### src/rtl/core/fdrf_span.sv
module fdrf_span #(
    parameter int TILE_SIZE = 32,
    parameter int MAX_WIDTH = 128
) (
    input  logic [((MAX_WIDTH+TILE_SIZE-1)/TILE_SIZE)*(1+2*$clog2(TILE_SIZE))-1:0] row,
    input  logic [$clog2((MAX_WIDTH+TILE_SIZE-1)/TILE_SIZE+1)-1:0]               col_lo,
    input  logic [$clog2((MAX_WIDTH+TILE_SIZE-1)/TILE_SIZE+1)-1:0]               col_hi,
    output logic                                                                   hit,
    output logic [$clog2(MAX_WIDTH+TILE_SIZE)-1:0]                                 lo,
    output logic [$clog2(MAX_WIDTH+TILE_SIZE)-1:0]                                 hi
);

    localparam int NTC = (MAX_WIDTH + TILE_SIZE - 1) / TILE_SIZE;
    localparam int TB  = $clog2(TILE_SIZE);
    localparam int CW  = $clog2(NTC + 1);
    localparam int PXW = $clog2(MAX_WIDTH + TILE_SIZE);

    logic [NTC-1:0] in_span;

    // tile columns inside the span that hold a changed pixel
    always_comb
    begin
        for (int c = 0; c < NTC; c++)
        begin
            in_span[c] = row[c] && (CW'(c) >= col_lo) && (CW'(c) < col_hi);
        end
    end

    // leftmost and rightmost changed pixel of the row over the span
    always_comb
    begin
        hit = |in_span;
        lo  = '0;
        hi  = '0;
        for (int c = NTC - 1; c >= 0; c--)
        begin
            if (in_span[c])
            begin
                lo = PXW'(c * TILE_SIZE) + PXW'(row[NTC + c*TB +: TB]);
            end
        end
        for (int c = 0; c < NTC; c++)
        begin
            if (in_span[c])
            begin
                hi = PXW'(c * TILE_SIZE) + PXW'(row[NTC + NTC*TB + c*TB +: TB]);
            end
        end
    end

endmodule

### config.mk
export PLATFORM = sky130hd
export DESIGN_NAME = fdrf_span
export DESIGN_NICKNAME = d
export VERILOG_FILES = /design/src/rtl/core/fdrf_span.sv
export SDC_FILE = /design/constraint.sdc
export NUM_CORES = 1
export LEC_CHECK = 0
export BUFFER_PORTS_ARGS = -buffer_cell sky130_fd_sc_hd__buf_2
export CORE_MARGIN = 5
export CORE_UTILIZATION = 32
export DETAILED_ROUTE_END_ITERATION = 16
export PLACE_DENSITY = 0.84
export SLEW_MARGIN = 20
export SYNTH_ARGS = -nofsm -noshare
export SYNTH_HDL_FRONTEND = slang
export SYNTH_SLANG_ARGS = --single-unit
export TNS_END_PERCENT = 20
### constraint.sdc
create_clock -name vclk -period 1.9
set_input_delay 0.285 -clock vclk [all_inputs]
set_output_delay 0.285 -clock vclk [all_outputs]
set_load 0.02 [all_outputs]
# Word level (Yosys, flattened, before mapping)
# Index checks and enable logic that the tools add are counted.
[classes] n_addsub=6 order_cmp=8 muxes=8 reduce_logical=9
[op_table] cell="8-bit two-way mux" n=7
[op_table] cell="7-bit by 5-bit adder with 8-bit output, first input constant" n=4
[op_table] cell="6-bit by 5-bit adder with 7-bit output, first input constant" n=2
[op_table] cell="1-bit logical AND" n=8
[op_table] cell="1-bit by 3-bit greater-or-equal comparator with 1-bit output, first input constant" n=2
[op_table] cell="2-bit by 3-bit greater-or-equal comparator with 1-bit output, first input constant" n=2
[op_table] cell="1-bit by 3-bit < comparator with 1-bit output, first input constant" n=2
[op_table] cell="2-bit by 3-bit < comparator with 1-bit output, first input constant" n=2
[op_table] cell="5-bit two-way mux" n=1
[op_table] cell="4-bit OR reduction" n=1
[word_totals] ff_bits=0 in_bits=50 out_inout_bits=17

# Longest topological paths before layout
[logic_depth] ltp_word=7 depth_mapped=6

# Worst setup path before layout
# Ideal clock, no wire load.
[synth_timing] kind="input port to output port" from="input port col_lo[2]" to="output port hi[1]" arrival_time_ns=1.494 setup_slack_ns=0.121 stages=6 path_buffers=2 cell_sequence="buf_6 -> nor4b_4 -> o31a_4 -> buf_12 -> a32oi_1 -> o221ai_1"
[synth_via] elab_chain_cells=7
[synth_lines] element="start: declaration" line_no="6" text="input logic [$clog2((MAX_WIDTH+TILE_SIZE-1)/TILE_SIZE+1)-1:0] col_lo,"
[synth_lines] element="1-bit by 3-bit greater-or-equal comparator with 1-bit output" line_no="25" text="in_span[c] = row[c] && (CW'(c) >= col_lo) && (CW'(c) < col_hi);"
[synth_lines] element="1-bit logical AND (2 in a row)" line_no="25"
[synth_lines] element="5-bit two-way mux" line_no="44" text="if (in_span[c])"
[synth_lines] element="8-bit two-way mux (2 in a row)" line_no="44"
[synth_lines] element="8-bit two-way mux (*)" line_no="44"
[synth_lines] element="end: declaration" line_no="10" text="output logic [$clog2(MAX_WIDTH+TILE_SIZE)-1:0] hi"
# Mark *: on every way between the ends. The rest lies on a longest branch, timed or not.

# Worst setup path after layout
[layout_timing] from="input port col_lo[1]" to="output port lo[4]"
[layout_via] elab_chain_cells=7
[layout_lines] element="2-bit by 3-bit greater-or-equal comparator with 1-bit output" line_no="25"
[layout_lines] element="1-bit logical AND (2 in a row)" line_no="25"
[layout_lines] element="8-bit two-way mux (3 in a row)" line_no="37" text="if (in_span[c])"
[layout_lines] element="8-bit two-way mux (*)" line_no="37"
[layout_lines] element="end: declaration" line_no="9" text="output logic [$clog2(MAX_WIDTH+TILE_SIZE)-1:0] lo,"
# Marks and branches as above.

==> flow_metrics.tcl <==
set metrics [dict create \
    outcome "finished, final reports clean" \
    yosysSeqAreaShare_pct 0 \
    dieArea_um2 2391 \
    synthAdderAreaFrac_pct 0 \
    portBuffers 65 \
    yosysMostFrequentCell "nand2_1" \
    grt_pass1_wl_um 3346 \
    hpwl_um 1816 \
    drt.antenna.violating_nets 0 \
    drive_gt1_share_pct 54.89 \
    min_to "hi[2]" \
    fmax_ghz 0.5621 \
    synth-compound-area-share_pct 35.14 \
    synthMuxAreaShare_pct 10.34 \
    avgViaCountPerCell 5.530 \
    layout_setup_ws_ns 0.1209 \
    synth_top_family_by_area "simple AND/OR/NAND/NOR gates" \
    grt_pass1_vias 815 \
    wirelength_um 2079 \
    vias 824 \
    critPathMaxStageDelay_ns 0.28 \
    syn2layout_area_growth_pct 69.25 \
    rows 14 \
    dr.pass1.iters 4 \
    seq_cell_count 0 \
    grt_remaining_overflow 0 \
    synth.top_cells.by_count "nand2_1 (17), nand3_1 (6)" \
    hold_start "row[41]" \
    ios 67 \
    path_buf_inv 2 \
    arrival_ns 1.49 \
    initialDrtViolationCount 11 \
    hold_depth 4 \
    power.density_nw_per_um2 238.4 \
    core_um2 1471 \
    path_delay_family "compound AO/OA/AOI/OAI gates" \
    synth.area.top_cells "nand2_1 (13%), mux2i_1 (10%), a32oi_1 (9.0%)" \
    cpMaxStageDelayCell "nor4b_4" \
    postSynthAreaPerCell_um2 6.820 \
    grtUsageTotal_pct 16.04 \
    antenna_found_initial 0 \
    vdd_drop_max_v 0.0001380 \
    multi_input_area_um2 431.7 \
    synth.distinct_cells 25 \
    p_sw_w 0.0001076 \
    cap_viol_max_count 0 \
    holdBufCountCts 0 \
    clock_buffers 0 \
    timing.hold.ws_ns 0.8864 \
    min_path_type "in2out" \
    finalHoldViolCount 0 \
    seqPwrFrac_pct 0 \
    die_h_um 48.90 \
    seqCellArea_um2 0 \
    worst_setup_path_end_kind "output port" \
    intPower_w 0.00008773 \
    layout.nets 185 \
    synth-simple-area-share_pct 41.60 \
    cp_max_fo 12 \
    synthCells 71 \
    fin_crit_ns 1.779 \
    cp-startpoint "col_lo[1]" \
    critical_path_class "in2out" \
    ys_warn_count 0 \
    setup_viol 0 \
    die_x_um 48.90 \
    p_total_w 0.0001954 \
    fillers 156 \
    drc 0 \
    start_kind "primary input" \
    antennaDiodeCount 0 \
    clock_power_share_pct 0 \
    p_sw_share_pct 55.09 \
    gp_congestion 0.7306 \
    synth_largest_area_cell "nand2_1" \
    pre_cts_ws_ns 0.07223 \
    p_leak_nw 0.4177 \
    combPwrFrac_pct 100.0 \
    synth_xor_area_share_pct 0 \
    routedWlPerCell_um 13.95 \
    grt_max_degree 18 \
    worstPathRequired_ns 1.62 \
    cp_common_cell "buf_2" \
    fin_util_pct 55.70 \
    crit_path_cell_trace "buf_2 > nor4b_4 > o31a_4 > mux2i_1 > a31oi_1 > buf_2" \
    synth_top_area_share_pct 13.18 \
    grt_setup_unrepaired "yes" \
    synth_area_um2 484.2 \
    slew_violations 0 \
    post-route-period-util_pct 93.64 \
    start_util_pct 32.91 \
]
layer usage:
| metal | part of all wire (%) | wire (um) | track usage (%) |
|---|---|---|---|
| met3 | 12 | 259 | 4.281 |
| met2 | 51 | 1070 | 31.96 |
| met5 | 0 | 0 | 0 |
| met1 | 36 | 749 | 17.27 |
| met4 | 0 | 0 | 0.4484 |
area by class of cell:
| class | count | area share, % |
|---|---|---|
| tap | 16 | 2.443 |
| timing repair buffer | 68 | 44.89 |
| multi-input combinational | 65 | 52.67 |
per-stage QoR:
stage | setup TNS (ns) | std cells | instance area (um^2)
finish | 0 | 149 | 819.5
global route | -0.03465 | 149 | 819.5
CTS | 0 | 149 | 809.5
detailed placement | 0 | 149 | 809.5
global placement | 0 | 149 | 809.5
floorplan | 0 | 72 | 488.0
cell usage in the layout (no fill, tap or decap):
cell type,synthesis,routed
a21o_1,2,2
a21oi_1,1,1
a31oi_1,5,5
a32oi_1,5,5
and2_1,1,1
and3_1,1,1
buf_12,1,1
buf_2,1,62
buf_4,2,5
conb_1,1,2
mux2i_1,5,5
nand2_1,17,17
nand2b_1,1,1
nand3_1,6,6
nor2_1,3,2
nor2_2,0,1
nor2b_1,1,1
nor3_2,1,1
nor4b_4,1,1
o21ai_1,1,1
o21ai_2,1,1
o221ai_1,5,5
o31a_4,1,1
or4_1,5,5
worst max path at each step:
stage | depth (start not counted) | end | slack (ns)
floorplan | 6 | hi[1] | 0.12
global placement | 6 | lo[4] | 0.11
detailed placement | 6 | lo[4] | 0.07
CTS | 6 | lo[4] | 0.07
global route | 6 | hi[2] | -0.02
finish | 6 | lo[4] | 0.12
repair_timing:
action,in CTS,in global routing
setup endpoints to repair,0,9
buffers inserted,0,0
gates resized for setup,0,4
tightest hold or removal path, stage by stage:
cell,delay (ns)
buf_2,0.07
nand2_1,0.04
o221ai_1,0.06
buf_4,0.14
cell families after synthesis:
logic type / after synthesis
muxes: 5
and+or+nand+nor: 37
AOI/OAI and AO/OA: 21
other: 1
buffers and inverters: 7
power groups by stage:
stage          combinational [W]  clock [W]  sequential, W
6_report                0.000195          0              0
5_1_grt                 0.000214          0              0
4_1_cts                 0.000193          0              0
3_5_place_dp            0.000192          0              0
3_3_place_gp            0.000189          0              0
2_1_floorplan           0.000104          0              0
(Power assumes the default switching activity.)
